===== config.mk =====
export PLATFORM = sky130hd
export DESIGN_NAME = decimal_seconds_to_nanoseconds
export DESIGN_NICKNAME = d
export VERILOG_FILES = /design/src/design/dsns_pkg.sv /design/src/design/decimal_seconds_to_nanoseconds.sv
export VERILOG_INCLUDE_DIRS = /design/src /design/src/design
export SDC_FILE = /design/constraint.sdc
export NUM_CORES = 1
export LEC_CHECK = 0
export BUFFER_PORTS_ARGS = -buffer_cell sky130_fd_sc_hd__buf_4
export CAP_MARGIN = 20
export CORE_MARGIN = 3
export CORE_UTILIZATION = 61
export DETAILED_ROUTE_END_ITERATION = 7
export PLACE_DENSITY = 0.78
export SLEW_MARGIN = 20
export SYNTH_ARGS = -nofsm -noshare
export SYNTH_HDL_FRONTEND = slang
export SYNTH_SLANG_ARGS = --single-unit

===== constraint.sdc =====
create_clock -name clk -period 12 [get_ports clk]
set_clock_uncertainty 0.1 [all_clocks]
set_input_delay 0 -clock clk [delete_from_list [all_inputs] [get_ports clk]]
set_output_delay 0 -clock clk [all_outputs]
set_load 0.1 [all_outputs]

===== src/design/assert_macros.svh =====
// ----------------------------------------------------------------------------
// assert_macros.svh
// Concurrent assertion shorthands for the RTL, clocked on clk and
// disabled while rst_n is low.
// ----------------------------------------------------------------------------
`ifndef ASSERT_MACROS_SVH
`define ASSERT_MACROS_SVH

// Same-cycle implication
`define ASSERT_IMPL(label, ante, cons, msg) \
  label: assert property (@(posedge clk) disable iff (!rst_n) (ante) |-> (cons)) \
    else $error(msg);

// Next-cycle implication
`define ASSERT_NEXT(label, ante, cons, msg) \
  label: assert property (@(posedge clk) disable iff (!rst_n) (ante) |=> (cons)) \
    else $error(msg);

`endif


===== src/design/dsns_pkg.sv =====
// ----------------------------------------------------------------------------
// dsns_pkg
// Constants, character codes and scale tables for the decimal timestamp
// to nanoseconds converter.
// ----------------------------------------------------------------------------
package dsns_pkg;

  // Fraction digits accepted, and digits of a nanosecond fraction
  localparam int FRAC_DIGITS = 9;
  localparam int NS_DIGITS   = 9;

  localparam int CHAR_W  = 8;
  localparam int SEC_W   = 34;
  localparam int NS_W    = 63;
  localparam int FRAC_W  = 30;
  localparam int CNT_W   = 4;
  localparam int DIGIT_W = 4;

  // Largest whole seconds that still fit a signed 64-bit nanosecond count
  localparam logic [SEC_W-1:0] SECONDS_LIMIT = 34'd9223372036;

  // Character codes
  localparam logic [CHAR_W-1:0] CHAR_ZERO = 8'h30;
  localparam logic [CHAR_W-1:0] CHAR_NINE = 8'h39;
  localparam logic [CHAR_W-1:0] CHAR_DOT  = 8'h2e;

  // Power of ten for a fraction digit position
  function automatic logic [FRAC_W-1:0] pow_ten(input logic [CNT_W-1:0] idx);
    logic [FRAC_W-1:0] p;
    case (idx)
      4'd0:    p = 30'd1;
      4'd1:    p = 30'd10;
      4'd2:    p = 30'd100;
      4'd3:    p = 30'd1000;
      4'd4:    p = 30'd10000;
      4'd5:    p = 30'd100000;
      4'd6:    p = 30'd1000000;
      4'd7:    p = 30'd10000000;
      4'd8:    p = 30'd100000000;
      4'd9:    p = 30'd1000000000;
      default: p = '0;
    endcase
    return p;
  endfunction

  // One whole-second digit scaled to nanoseconds
  function automatic logic [NS_W-1:0] digit_sec_ns(input logic [DIGIT_W-1:0] d);
    logic [NS_W-1:0] v;
    case (d)
      4'd0:    v = 63'd0;
      4'd1:    v = 63'd1000000000;
      4'd2:    v = 63'd2000000000;
      4'd3:    v = 63'd3000000000;
      4'd4:    v = 63'd4000000000;
      4'd5:    v = 63'd5000000000;
      4'd6:    v = 63'd6000000000;
      4'd7:    v = 63'd7000000000;
      4'd8:    v = 63'd8000000000;
      4'd9:    v = 63'd9000000000;
      default: v = '0;
    endcase
    return v;
  endfunction

endpackage


===== src/design/decimal_seconds_to_nanoseconds.sv =====
// ----------------------------------------------------------------------------
// decimal_seconds_to_nanoseconds
// Parses a decimal timestamp text, one ASCII character per transaction, into
// a nanosecond count with a validity flag.
// ----------------------------------------------------------------------------
// The block takes one character per cycle unless the input side stalls, and raises
// out_tvalid once the transaction carrying tlast has passed the input register and
// the finish register into the result register. Characters pass an input register,
// then update the running state: the whole seconds are kept both as a count and
// already scaled to nanoseconds, and each fraction digit is scaled by its power of
// ten as it arrives, so each whole-second step is a multiply-by-ten accumulate. On
// the last character the finished values move to a finish register, and the result
// stage adds seconds and fraction and checks the sum against the signed 64-bit
// limit. The input side stalls only when a last character meets a full finish
// register and a result that is not taken. out_tuser is the ok flag; out_tdata is
// zero when ok is low.
`include "assert_macros.svh"

module decimal_seconds_to_nanoseconds (
  input  logic        clk,
  input  logic        rst_n,
  input  logic        in_tvalid,
  output logic        in_tready,
  input  logic [7:0]  in_tdata,   // [7:0] character
  input  logic        in_tlast,   // last character of the text
  output logic        out_tvalid,
  input  logic        out_tready,
  output logic [63:0] out_tdata,  // [62:0] nanoseconds, [63] zero
  output logic        out_tuser   // [0] ok
);
  import dsns_pkg::*;

  // Input register
  logic                in_valid_r;
  logic [CHAR_W-1:0]   ch_r;
  logic                last_r;

  // Running parse state
  logic                in_frac_r, in_frac_nxt;
  logic                seen_r, seen_nxt;
  logic [SEC_W-1:0]    sec_r, sec_nxt;
  logic [NS_W-1:0]     sec_ns_r, sec_ns_nxt;
  logic                over_r, over_nxt;
  logic [FRAC_W-1:0]   frac_ns_r, frac_ns_nxt;
  logic [CNT_W-1:0]    frac_cnt_r, frac_cnt_nxt;
  logic                bad_r, bad_nxt;

  // Finish register
  logic                fin_valid_r;
  logic                fin_ok_r;
  logic [NS_W-1:0]     fin_sec_ns_r;
  logic [FRAC_W-1:0]   fin_frac_r;

  // Result register
  logic                out_valid_r;
  logic                out_ok_r;
  logic [NS_W-1:0]     out_ns_r;

  logic                out_ready;
  logic                fin_ready;
  logic                s1_move;
  logic                is_digit;
  logic [DIGIT_W-1:0]  digit;
  logic [CHAR_W-1:0]   ch_off;
  logic [SEC_W+3:0]    sec_ext;
  logic [SEC_W+3:0]    sec_cand;
  logic [NS_W-1:0]     sec_ns_cand;
  logic [FRAC_W-1:0]   frac_add;
  logic                ok_pre;
  logic [NS_W:0]       sum;

  // Stage handshakes
  assign out_ready = !out_valid_r || out_tready;
  assign fin_ready = !fin_valid_r || out_ready;
  assign s1_move   = in_valid_r && (!last_r || fin_ready);
  assign in_tready = !in_valid_r || s1_move;

  // Decode the held character
  assign ch_off   = ch_r - CHAR_ZERO;
  assign digit    = ch_off[DIGIT_W-1:0];
  assign is_digit = ch_r inside {[CHAR_ZERO:CHAR_NINE]};

  // Candidate accumulations
  assign sec_ext     = {4'd0, sec_r};
  assign sec_cand    = (sec_ext << 3) + (sec_ext << 1) + {{(SEC_W){1'b0}}, digit};
  assign sec_ns_cand = (sec_ns_r << 3) + (sec_ns_r << 1) + digit_sec_ns(digit);
  assign frac_add    = {{(FRAC_W-DIGIT_W){1'b0}}, digit}
                       * pow_ten(CNT_W'(NS_DIGITS - 1) - frac_cnt_r);

  // Advance the parse state by one character
  always_comb begin
    in_frac_nxt  = in_frac_r;
    seen_nxt     = seen_r;
    sec_nxt      = sec_r;
    sec_ns_nxt   = sec_ns_r;
    over_nxt     = over_r;
    frac_ns_nxt  = frac_ns_r;
    frac_cnt_nxt = frac_cnt_r;
    bad_nxt      = bad_r;
    if (is_digit) begin
      if (!in_frac_r) begin
        seen_nxt = 1'b1;
        if (over_r || (sec_cand > {4'd0, SECONDS_LIMIT})) begin
          over_nxt = 1'b1;
        end else begin
          sec_nxt    = sec_cand[SEC_W-1:0];
          sec_ns_nxt = sec_ns_cand;
        end
      end else if (frac_cnt_r >= CNT_W'(FRAC_DIGITS)) begin
        bad_nxt = 1'b1;
      end else begin
        frac_ns_nxt  = frac_ns_r + frac_add;
        frac_cnt_nxt = frac_cnt_r + 1'b1;
      end
    end else if (ch_r == CHAR_DOT) begin
      if (in_frac_r || !seen_r) begin
        bad_nxt = 1'b1;
      end
      in_frac_nxt = 1'b1;
    end else begin
      bad_nxt = 1'b1;
    end
  end

  assign ok_pre = !bad_nxt && !over_nxt && seen_nxt && !(in_frac_nxt && frac_cnt_nxt == '0);

  // Load the input register
  always_ff @(posedge clk) begin
    if (!rst_n) begin
      in_valid_r <= 1'b0;
    end else if (in_tready) begin
      in_valid_r <= in_tvalid;
    end
    if (in_tready) begin
      ch_r   <= in_tdata[CHAR_W-1:0];
      last_r <= in_tlast;
    end
  end

  // Update the parse state; clear it after the last character
  always_ff @(posedge clk) begin
    if (!rst_n || (s1_move && last_r)) begin
      in_frac_r  <= 1'b0;
      seen_r     <= 1'b0;
      sec_r      <= '0;
      sec_ns_r   <= '0;
      over_r     <= 1'b0;
      frac_ns_r  <= '0;
      frac_cnt_r <= '0;
      bad_r      <= 1'b0;
    end else if (s1_move) begin
      in_frac_r  <= in_frac_nxt;
      seen_r     <= seen_nxt;
      sec_r      <= sec_nxt;
      sec_ns_r   <= sec_ns_nxt;
      over_r     <= over_nxt;
      frac_ns_r  <= frac_ns_nxt;
      frac_cnt_r <= frac_cnt_nxt;
      bad_r      <= bad_nxt;
    end
  end

  // Capture the finished values
  always_ff @(posedge clk) begin
    if (!rst_n) begin
      fin_valid_r <= 1'b0;
    end else if (fin_ready) begin
      fin_valid_r <= s1_move && last_r;
    end
    if (fin_ready) begin
      fin_ok_r     <= ok_pre;
      fin_sec_ns_r <= sec_ns_nxt;
      fin_frac_r   <= frac_ns_nxt;
    end
  end

  // Add seconds and fraction, reject a sum past the signed limit
  assign sum = {1'b0, fin_sec_ns_r} + {{(NS_W+1-FRAC_W){1'b0}}, fin_frac_r};

  always_ff @(posedge clk) begin
    if (!rst_n) begin
      out_valid_r <= 1'b0;
    end else if (out_ready) begin
      out_valid_r <= fin_valid_r;
    end
    if (out_ready) begin
      out_ok_r <= fin_ok_r && !sum[NS_W];
      out_ns_r <= (fin_ok_r && !sum[NS_W]) ? sum[NS_W-1:0] : '0;
    end
  end

  assign out_tvalid = out_valid_r;
  assign out_tuser  = out_ok_r;
  assign out_tdata  = {1'b0, out_ns_r};

  // Assertions
  `ASSERT_NEXT(a_fin_to_out, fin_valid_r && out_ready, out_valid_r,
               "finished item did not reach the result register")
  `ASSERT_NEXT(a_clear_after_last, s1_move && last_r,
               !in_frac_r && !seen_r && frac_cnt_r == '0 && sec_r == '0,
               "parse state not cleared after last character")
  `ASSERT_IMPL(a_whole_part_no_frac, !in_frac_r, frac_cnt_r == '0 && frac_ns_r == '0,
               "fraction state set before a dot")
  `ASSERT_IMPL(a_reject_zero, out_valid_r && !out_ok_r, out_ns_r == '0,
               "rejected result carries a nonzero value")

endmodule

Word level (Yosys, flattened, before mapping)
Memories as Yosys holds them, arrays and structs flattened.
Cells that the tools add are included.
- $lt $le $gt $ge: 4
- eq/ne operators: 1
- reduce and logical (&&, ||, !) cells: 27
- add/sub/neg operators: 9
- bitwise logic cells: 2
- mux-type cells: 21
- $mul: 1
- operator list (cell ; number):
    2-to-1 mux 63 bit ; 3
    adder 63 bit ; 2
    2-to-1 mux 30 bit ; 3
    adder 63 x 30 -> 64 bit ; 1
    adder 37 x 35 -> 38 bit ; 1
    adder 38 x 4 -> 38 bit ; 1
    greater-than comparator 38 x 34 -> 1 bit (second input constant) ; 1
    adder 30 bit ; 1
    multiplier 4 x 30 -> 30 bit ; 1
    2-to-1 mux 1 bit ; 12
    2-to-1 mux 4 bit ; 3
    logical NOT 1 bit ; 10
    equality test 8 x 6 -> 1 bit (second input constant) ; 1
    >= comparator 8 x 6 -> 1 bit (second input constant) ; 1
    <= comparator 8 x 6 -> 1 bit (second input constant) ; 1
    logical AND 1 bit ; 8
    logical OR 1 bit ; 7
    adder 4 x 1 -> 4 bit (second input constant) ; 1
    >= comparator 4 bit (second input constant) ; 1
    logical NOT 4 bit ; 1
    AND reduction 4 bit ; 1
    subtractor 4 x 1 -> 4 bit (second input constant) ; 1
    subtractor 4 bit (first input constant) ; 1
    inverter 1 bit ; 2
- output and inout port bits: 67
- logic and storage cells: 85
- input port bits: 13
- bits in registers: 305
- memories: 2
- memory bits (read-only): 880
- memories (memory ; depth ; width ; rd ports ; clocked after Yosys merged registers in ; wr ports ; line ; text):
    (name not given) ; 16 ; 30 ; 1 ; 0 ; 0 ; dsns_pkg.sv:30 ; case (idx)
    (name not given) ; 16 ; 25 ; 1 ; 0 ; 0 ; dsns_pkg.sv:49 ; case (d)

Logic depth before layout (Yosys ltp)
Gate-level depths: netlist of the first run.
- depth in word-level cells: 11
- gate-level depth with buffers: 26
- depth with buffers taken out: 24

Worst setup path before layout of the first run
OpenSTA, ideal clock, no wires.
- path kind: reg2reg
- start point: reg frac_cnt_r[0]
- end point: reg fin_frac_r[29] (data pin)
- data required time: 11.630 ns
- arrival: 5.745 ns
- stages on the path, launching flop included: 26
- setup slack: 5.886 ns
- cell sequence: dfxtp_1 > clkbuf_1 > inv_1 > ha_1 > xor2_1 > and3_1 > clkbuf_1 > o21bai_1 > and2_1 > fa_1 > fa_1 > inv_1 > fa_1 > inv_1 > ha_1 > and3_1 > and4_1 > nand3_1 > nor3b_1 > a211oi_1 > a21oi_1 > nand3_1 > a311o_1 > o21ai_0 > xnor2_1 > o21ai_0
- word-level cells in the longest chain between the ends: 7
- elaborated cells on any way between the ends: 8
- classes of those cells: 2 x add/sub; 1 x mul; 1 x order compare; 3 x mux; 1 x memory
- ends and longest elaborated chain (what ; line ; text):
    from (decl) ; decimal_seconds_to_nanoseconds.sv:45 ; logic [CNT_W-1:0] frac_cnt_r, frac_cnt_nxt;
    from (signal assigned) ; decimal_seconds_to_nanoseconds.sv:158 ; frac_cnt_r <= frac_cnt_nxt;
    subtractor 4 bit ; decimal_seconds_to_nanoseconds.sv:88 ; * pow_ten(CNT_W'(NS_DIGITS - 1) - frac_cnt_r);
    memory (16 x 30 bit) ; n/a ;
    multiplier 4 x 30 -> 30 bit ; decimal_seconds_to_nanoseconds.sv:88 ;
    adder 30 bit ; decimal_seconds_to_nanoseconds.sv:112 ; frac_ns_nxt = frac_ns_r + frac_add;
    2-to-1 mux 30 bit (*) ; decimal_seconds_to_nanoseconds.sv:109 ; end else if (frac_cnt_r >= CNT_W'(FRAC_DIGITS)) begin
    2-to-1 mux 30 bit (*) ; decimal_seconds_to_nanoseconds.sv:101 ; if (!in_frac_r) begin
    2-to-1 mux 30 bit (*) ; decimal_seconds_to_nanoseconds.sv:100 ; if (is_digit) begin
    named net frac_ns_nxt[29] ; decimal_seconds_to_nanoseconds.sv:44 ; logic [FRAC_W-1:0] frac_ns_r, frac_ns_nxt;
    to (signal assigned) ; decimal_seconds_to_nanoseconds.sv:173 ; fin_frac_r <= frac_ns_nxt;
    to (decl) ; decimal_seconds_to_nanoseconds.sv:52 ; logic [FRAC_W-1:0] fin_frac_r;
Mark *: on every way through the listed nets, which the timed path passes. The rest lies on a longest branch.
A chain may end at the register's enable or synchronous reset.

Worst setup path in the final report of the first run
- start point: reg frac_cnt_r[0]
- end point: reg fin_frac_r[26] (data pin)
Same word-level chain as after synthesis.

==> run summary, run 1 <==
Least-Margin Pin Slew - 1050 ps
final WL - 62000 um
Worst slew margin - 30.1%
total power - 2.72 mW
row count - 74
number of flops mapped to enable cells by yosys - 167
core footprint - 41100 um^2
max_cap viols - 0
Synth cell types - 86
RR Endpoint - fin_frac_r[26]$_DFFE_PP_
pwr/cell area - 97.7 nW/um^2
cells on worst reg2reg path - 23
die width - 211 um
Fill cells - 3215
Die Ht - 211 um
Synth warnings - 0
fmax - 145 MHz
Yosys top cell by area - edfxtp_1
Max FO, Critical Path - 10
final setup vio count - 0
via count - 20797
unrepaired setup endpoints after global routing - false
initial antenna violation count - 0
hold_sp - in_tdata[7]
largest net degree at the start of global routing - 98
hold depth - 2
area grow syn2layout - 9.09%
worst vdd ir - 0.0931 mV
most area-consuming cells after synthesis - edfxtp_1 20%, dfxtp_1 13%, ha_1 12%
P_leak - 12.8 nW
Net Count, Synth - 3186
global route overflow - 0
worst setup path category - flop to flop
required time of the critical path - 12190 ps
Fin Setup TNS - 0 ps
final non-filler cell total - 3411
initial DRC count - 1857
Critical Path End Type - flop
Reg-to-Reg Start - frac_cnt_r[0]$_SDFFE_PP0P_
Hold Crit Endpoint - ch_r[7]$_DFFE_PN_
Worst setup SP type - flop
placed cell areas - 26400 um^2
DRC Markers - 0
register bit total from synthesis - 329
sequential share of the synthesized area - 32.4%
max-slew violation count - 0
Clock transition at path regs - 60 ps
fin area - 27800 um^2
die area - 44300 um^2
post-layout util - 67.7%
Pre-antenna DRT Iters - 6
starting density of the core - 62.1%
Port Buffer Count - 78
share of cells above drive strength 1 - 7.05%
gr usage total - 27.8%
worst hold path type - input port to flop
placed cells - 3328
clk sink count - 329
CTS tree - done
Worst Path Arrival - 7060 ps
Post CTS Setup Buffer Count - 0
Yosys top cell area share - 19.7%
Final HPWL DP - 46000 um
Root Driver - clkbuf_16
number of global-route vias before repair - 20235
Via density - 6.10
syn avg cell area - 9.03 um^2
antenna viol nets, final - 0
Layout Nets - 3208
GP Congestion - 0.933
Final Cycle Share - 57.3%
fin crit period - 6880 ps
first-pass GRT wire length - 102000 um
Hold Vio Cnt, Final - 0
status - finished, final reports clean
reg2reg setup slack - 5120 ps
CTS buffer count - 38
IO Count - 80
CTS Buffer Depth - 3
main flop type after synthesis - edfxtp_1
Post-synth ARST share - 0%
worst-skew pair later-pin latency - 560 ps
Synth Cell Area - 25500 um^2
antenna cells - 0
cells after synthesis - 2827
CTS H-tree lvls - 2
WL/cell - 18.2 um
-- critical path, cell delays in order (launching register included) --
cell     delay, ps
dfxtp_1        520
inv_1          200
ha_1           300
xor2_1         470
nand2_1        200
nor2_1         380
a21oi_1        180
nor2_1         210
fa_1           450
fa_1           540
inv_1           50
fa_1           490
inv_1           40
ha_1           360
and3_1         230
a31oi_1        190
o21ai_0        170
or2_2          300
o31ai_1        290
a21oi_1        200
a31oi_1        270
nor2b_1        190
xor2_1         190
o21ai_0        100
-- layout make-up --
| type | instances | area [um^2] | share of cell area [%] |
|---|---|---|---|
| multi-input cells | 2199 | 16100 | 57.9 |
| repair buffers | 103 | 810 | 2.91 |
| clock buffers | 51 | 1110 | 4.01 |
| clock inverters | 19 | 199 | 0.715 |
| flip-flops and latches | 329 | 8260 | 29.7 |
| well taps | 532 | 666 | 2.39 |
| inverters | 178 | 668 | 2.40 |
-- through the flow --
step           hold WS [ps]  setup slack [ps]
6_report               72.1              5120
5_1_grt                61.9              4730
4_1_cts                21.8              5200
3_5_place_dp           79.3              5250
3_3_place_gp           78.7              5310
2_1_floorplan         -1.13              5890
-- cell usage in the layout (no fill, tap or decap), types with 10 or more instances in the layout --
cell type,count
a211oi_1,25
a21o_1,84
a21oi_1,290
a31oi_1,18
and2_1,57
and3_1,44
and4_1,10
buf_4,89
clkbuf_16,42
dfxtp_1,162
dlygate4sd3_1,13
edfxtp_1,167
fa_1,109
ha_1,237
inv_1,176
mux2_1,46
mux2_2,17
mux2i_1,14
nand2_1,361
nand2b_1,20
nand3_1,54
nand4_1,20
nor2_1,187
nor2b_1,31
nor3_1,48
o211ai_1,18
o21a_1,24
o21ai_0,124
o21bai_1,35
o31ai_1,13
or2_2,11
or3_1,16
xnor2_1,100
xor2_1,62
-- cell families (layout without fill, tap and decap cells) --
kind of cell	Yosys count	in the layout	synth area share [%]
other cells	1	1	0.0147
compound gates	719	719	17.6
xor+xnor	162	162	5.56
simple gates	892	892	16.3
fa+ha+maj	346	346	20.2
buf+inv	299	351	4.58
mux	79	79	3.41
flops	329	329	32.4
-- where the power goes --
| group | internal (mW) | total, mW | leakage [nW] | switching, mW |
|---|---|---|---|---|
| logic | 0.117 | 0.308 | 8.80 | 0.192 |
| registers | 1.19 | 1.20 | 3.35 | 0.0135 |
| clock network | 0.724 | 1.21 | 0.638 | 0.486 |
-- sequential cells by signal (all words and copies together), names as in the netlist, 4 cells and up, named ones only --
name and flops:
fin_sec_ns_r 63, fin_frac_r 30, frac_ns_r 30, out_ns_r 63, ch_r 8, sec_ns_r 63
frac_cnt_r 4, sec_r 34
-- Yosys cell counts, types with 17 or more instances --
master,instances
nand2_1,364
a21oi_1,290
ha_1,237
nor2_1,188
inv_1,177
edfxtp_1,167
dfxtp_1,162
o21ai_0,125
fa_1,109
xnor2_1,100
clkbuf_1,93
a21o_1,84
xor2_1,62
and2_1,57
nand3_1,54
nor3_1,48
mux2_1,46
and3_1,44
o21bai_1,35
nor2b_1,31
a211oi_1,25
o21a_1,24
buf_2,20
nand2b_1,20
nand4_1,20
a31oi_1,18
o211ai_1,18
mux2_2,17
-- per-layer routing --
| layer | GRT usage [%] | wire length, um | up-vias |
|---|---|---|---|
| met1 | 39.2 | 27600 | 9918 |
| met2 | 44.8 | 28400 | 753 |
| met3 | 4.99 | 4760 | 105 |
| met4 | 7.14 | 1190 | 0 |
| li1 | - | - | 10021 |
| met5 | 0 | 0 | - |
-- how the worst max path moves through the flow --
stage	start	cells past startpoint	end	slack, ps
6_report	frac_cnt_r[0]$_SDFFE_PP0P_	23	fin_frac_r[26]$_DFFE_PP_	5120
5_1_grt	frac_cnt_r[0]$_SDFFE_PP0P_	23	fin_frac_r[26]$_DFFE_PP_	4730
2_1_floorplan	frac_cnt_r[0]$_SDFFE_PP0P_	25	fin_frac_r[29]$_DFFE_PP_	5890
3_5_place_dp	frac_cnt_r[0]$_SDFFE_PP0P_	23	fin_frac_r[26]$_DFFE_PP_	5250
3_3_place_gp	frac_cnt_r[0]$_SDFFE_PP0P_	23	fin_frac_r[26]$_DFFE_PP_	5310
4_1_cts	frac_cnt_r[0]$_SDFFE_PP0P_	23	fin_frac_r[26]$_DFFE_PP_	5200
-- timing repair --
action	CTS	global route
gates resized for setup	0	0
endpoints found under the hold margin	19	0
hold buffers	13	0
Note: power is estimated with default switching activity, not from simulation.
==> run 2: changes to the inputs <==
==> constraint.sdc (replaced) <==
create_clock -name clk -period 7.2 [get_ports clk]
set_clock_uncertainty 0.1 [all_clocks]
set_input_delay 0 -clock clk [delete_from_list [all_inputs] [get_ports clk]]
set_output_delay 0 -clock clk [all_outputs]
set_load 0.1 [all_outputs]
==> run 2 against run 1 <==
Clock power is 63% higher. Maximum frequency up 2.7%. Critical path depth stayed put. Count of clock-buffer cells in the layout shrank 3. Non-clock buffer count increased by 3. Critical endpoint is now fin_frac_r[29]$_DFFE_PP_. Highest routed layer unchanged.
==> run summary, run 2 (synthesis results as in run 1) <==
status - finished, final reports clean
CTS Buffer Depth - 3 (unchanged)
post-layout util - 67.7% (about the same)
global route overflow - 0 (unchanged)
dpl ws - 464 ps (-4780 ps)
Pre-antenna DRT Iters - 6 (unchanged)
area grow syn2layout - 9.15% (about the same)
Hold Crit Endpoint - ch_r[5]$_DFFE_PN_
final WL - 61700 um (-0.44%)
Worst setup SP type - flop
Worst path max stage delay - 540 ps (about the same)
reg2reg setup slack - 500 ps (-4620 ps)
number of global-route vias before repair - 19917 (-1.6%)
initial DRC count - 1767 (-4.8%)
worst setup path category - flop to flop
sequential share of power - 44.5% (+0.3 points)
antenna viol nets, final - 0 (unchanged)
multi-input logic area - 16100 um^2 (about the same)
Max FO, Critical Path - 12 (+2)
Fill cells - 3207 (-0.25%)
die width - 211 um (unchanged)
max_cap viols - 0 (unchanged)
Hold Vio Cnt, Final - 0 (unchanged)
Port Buffer Count - 78 (unchanged)
Combinational Power Share - 11.6% (+0.3 points)
max-slew violation count - 0 (unchanged)
Least-Margin Pin Slew - 1090 ps (+44.3 ps)
Fin Setup TNS - 0 ps (unchanged)
Root Driver - clkbuf_16
gr usage total - 27.6% (-0.21 points)
IO Count - 80 (unchanged)
Clock Power Share - 43.9% (-0.6 points)
PnR worst setup slack - 505 ps (-4620 ps)
CTS H-tree lvls - 2 (unchanged)
GP Congestion - 0.909 (-2.6%)
cell-internal power - 3.34 mW (+65%)
unrepaired setup endpoints after global routing - false
hold_sp - in_tdata[5]
Final Cycle Share - 93.0% (+36 points)
final hold slack - 64.5 ps (-7.61 ps)
Clock transition at path regs - 60 ps (about the same)
Reg-to-Reg Start - frac_cnt_r[0]$_SDFFE_PP0P_
hold depth - 2 (unchanged)
worst vdd ir - 0.170 mV (+83%)
Register Area - 8260 um^2 (unchanged)
Layout Nets - 3210 (+0.062%)
Die Ht - 211 um (unchanged)
initial antenna violation count - 0 (unchanged)
Worst slew margin - 25.1% (-5.0 points)
die area - 44300 um^2 (unchanged)
final setup vio count - 0 (unchanged)
fin crit period - 6700 ps (-181 ps)
via count - 20489 (-1.5%)
WL/cell - 18.1 um (-0.44%)
row count - 74 (unchanged)
CTS tree - done
Post CTS Setup Buffer Count - 0 (unchanged)
sw power - 1.15 mW (+66%)
worst-skew pair later-pin latency - 560 ps (about the same)
first-pass GRT wire length - 101000 um (-0.82%)
most common cell after layout, fill and taps aside - nand2_1
share of cells above drive strength 1 - 7.16% (+0.10 points)
core footprint - 41100 um^2 (unchanged)
CP max stage cell - fa_1
RR Endpoint - fin_frac_r[29]$_DFFE_PP_
largest net degree at the start of global routing - 98 (unchanged)
starting density of the core - 62.1% (unchanged)
commonest cells after routing, fill and taps aside - 361 x nand2_1, 290 x a21oi_1, 237 x ha_1
Worst Path Arrival - 6880 ps (-180 ps)
clk sink count - 329 (unchanged)
top flop regs - fin_sec_ns_r x63, out_ns_r x63, sec_ns_r x63
switching share of power - 25.6% (+0.20 points)
Critical Path End Type - flop
cells on worst reg2reg path - 23 (unchanged)
DRC Markers - 0 (unchanged)
P_leak - 12.8 nW (about the same)
Via density - 6.01 (-1.5%)
required time of the critical path - 7380 ps (-4810 ps)
pwr/cell area - 161 nW/um^2 (+65%)
Final HPWL DP - 46200 um (+0.58%)
antenna cells - 0 (unchanged)
total power - 4.49 mW (+65%)
critical path, cell by cell - inv_1 > ha_1 > xor2_2 > nor2_1 > nand2_1 > o21ai_0 > and2_1 > fa_1 > fa_1 > inv_1 > fa_1 > inv_1 > ha_1 > and4_1 > nand3_1 > nor3b_1 > a211oi_1 > a21oi_1 > nand3_1 > a311o_1 > o21ai_0 > xnor2_1 > o21ai_0
worst hold path type - input port to flop
fmax - 149 MHz (+2.7%)
CTS buffer count - 37 (-2.6%)
-- run 2: changes by cell type in the layout (fill, tap and decap cells not counted), moves of 2 or more --
| cell | delta |
|---|---|
| clkbuf_1 | -2 |
| clkinv_1 | -2 |
| buf_12 | +3 |
| clkbuf_16 | -2 |
| inv_4 | -2 |
| clkinv_2 | +5 |
-- run 2: metal layers --
layer | up-vias | GRT usage, % | part of all wire [%]
met5 | - | 0 | 0
met4 | 0 | 6.95 | 1.8
met3 | 83 | 3.13 | 5.4
met2 | 654 | 45.4 | 46
met1 | 9720 | 39.3 | 47
li1 | 10032 | - | -
-- run 2: critical path, delay by kind of cell, from the launching register on --
kind | cells | cell delay, ps
flops | 1 | 520
compound gates | 6 | 1320
xor+xnor | 2 | 390
fa+ha+maj | 5 | 2160
buf+inv | 3 | 300
simple gates | 7 | 1630
-- run 2: cell type report --
cell class / instances / share of cell area (%)
Inverter: 178 / 2.40
Timing Repair Buffer: 106 / 3.11
Clock inverter: 19 / 0.701
Tap cell: 532 / 2.39
Clock buffer: 48 / 3.85
Multi-Input combinational cell: 2199 / 57.9
Sequential cell: 329 / 29.7
-- run 2: what timing repair did --
action	4_1_cts	5_1_grt
resized for setup	0	1
hold buffers	13	0
setup endpoints to repair	0	2
endpoints found under the hold margin	27	0
-- run 2: worst max path at each step --
| stage | cells after the start | to | slack, ps | startpoint |
|---|---|---|---|---|
| 4_1_cts | 23 | fin_frac_r[29]$_DFFE_PP_ | 430 | frac_cnt_r[0]$_SDFFE_PP0P_ |
| 6_report | 23 | fin_frac_r[29]$_DFFE_PP_ | 500 | frac_cnt_r[0]$_SDFFE_PP0P_ |
| 3_5_place_dp | 23 | fin_frac_r[29]$_DFFE_PP_ | 460 | frac_cnt_r[0]$_SDFFE_PP0P_ |
| 3_3_place_gp | 23 | fin_frac_r[29]$_DFFE_PP_ | 640 | frac_cnt_r[0]$_SDFFE_PP0P_ |
| 2_1_floorplan | 25 | fin_frac_r[29]$_DFFE_PP_ | 1090 | frac_cnt_r[0]$_SDFFE_PP0P_ |
| 5_1_grt | 23 | fin_frac_r[29]$_DFFE_PP_ | 20 | frac_cnt_r[0]$_SDFFE_PP0P_ |
-- run 2: power groups by stage --
stage / registers, mW / clock network (mW) / logic [mW]
finish: 2.00 / 1.97 / 0.520
floorplan: 2.07 / 0 / 0.362
CTS: 2.00 / 1.99 / 0.513
detailed placement: 2.04 / 0 / 0.504
global placement: 2.04 / 0 / 0.491
global route: 2.00 / 2.08 / 0.577
-- run 2: stage by stage --
stage	cell area, um^2	instances
2_1_floorplan	25500	2827
3_3_place_gp	26400	3331
3_5_place_dp	26400	3331
4_1_cts	27800	3411
5_1_grt	27800	3411
6_report	27800	3411
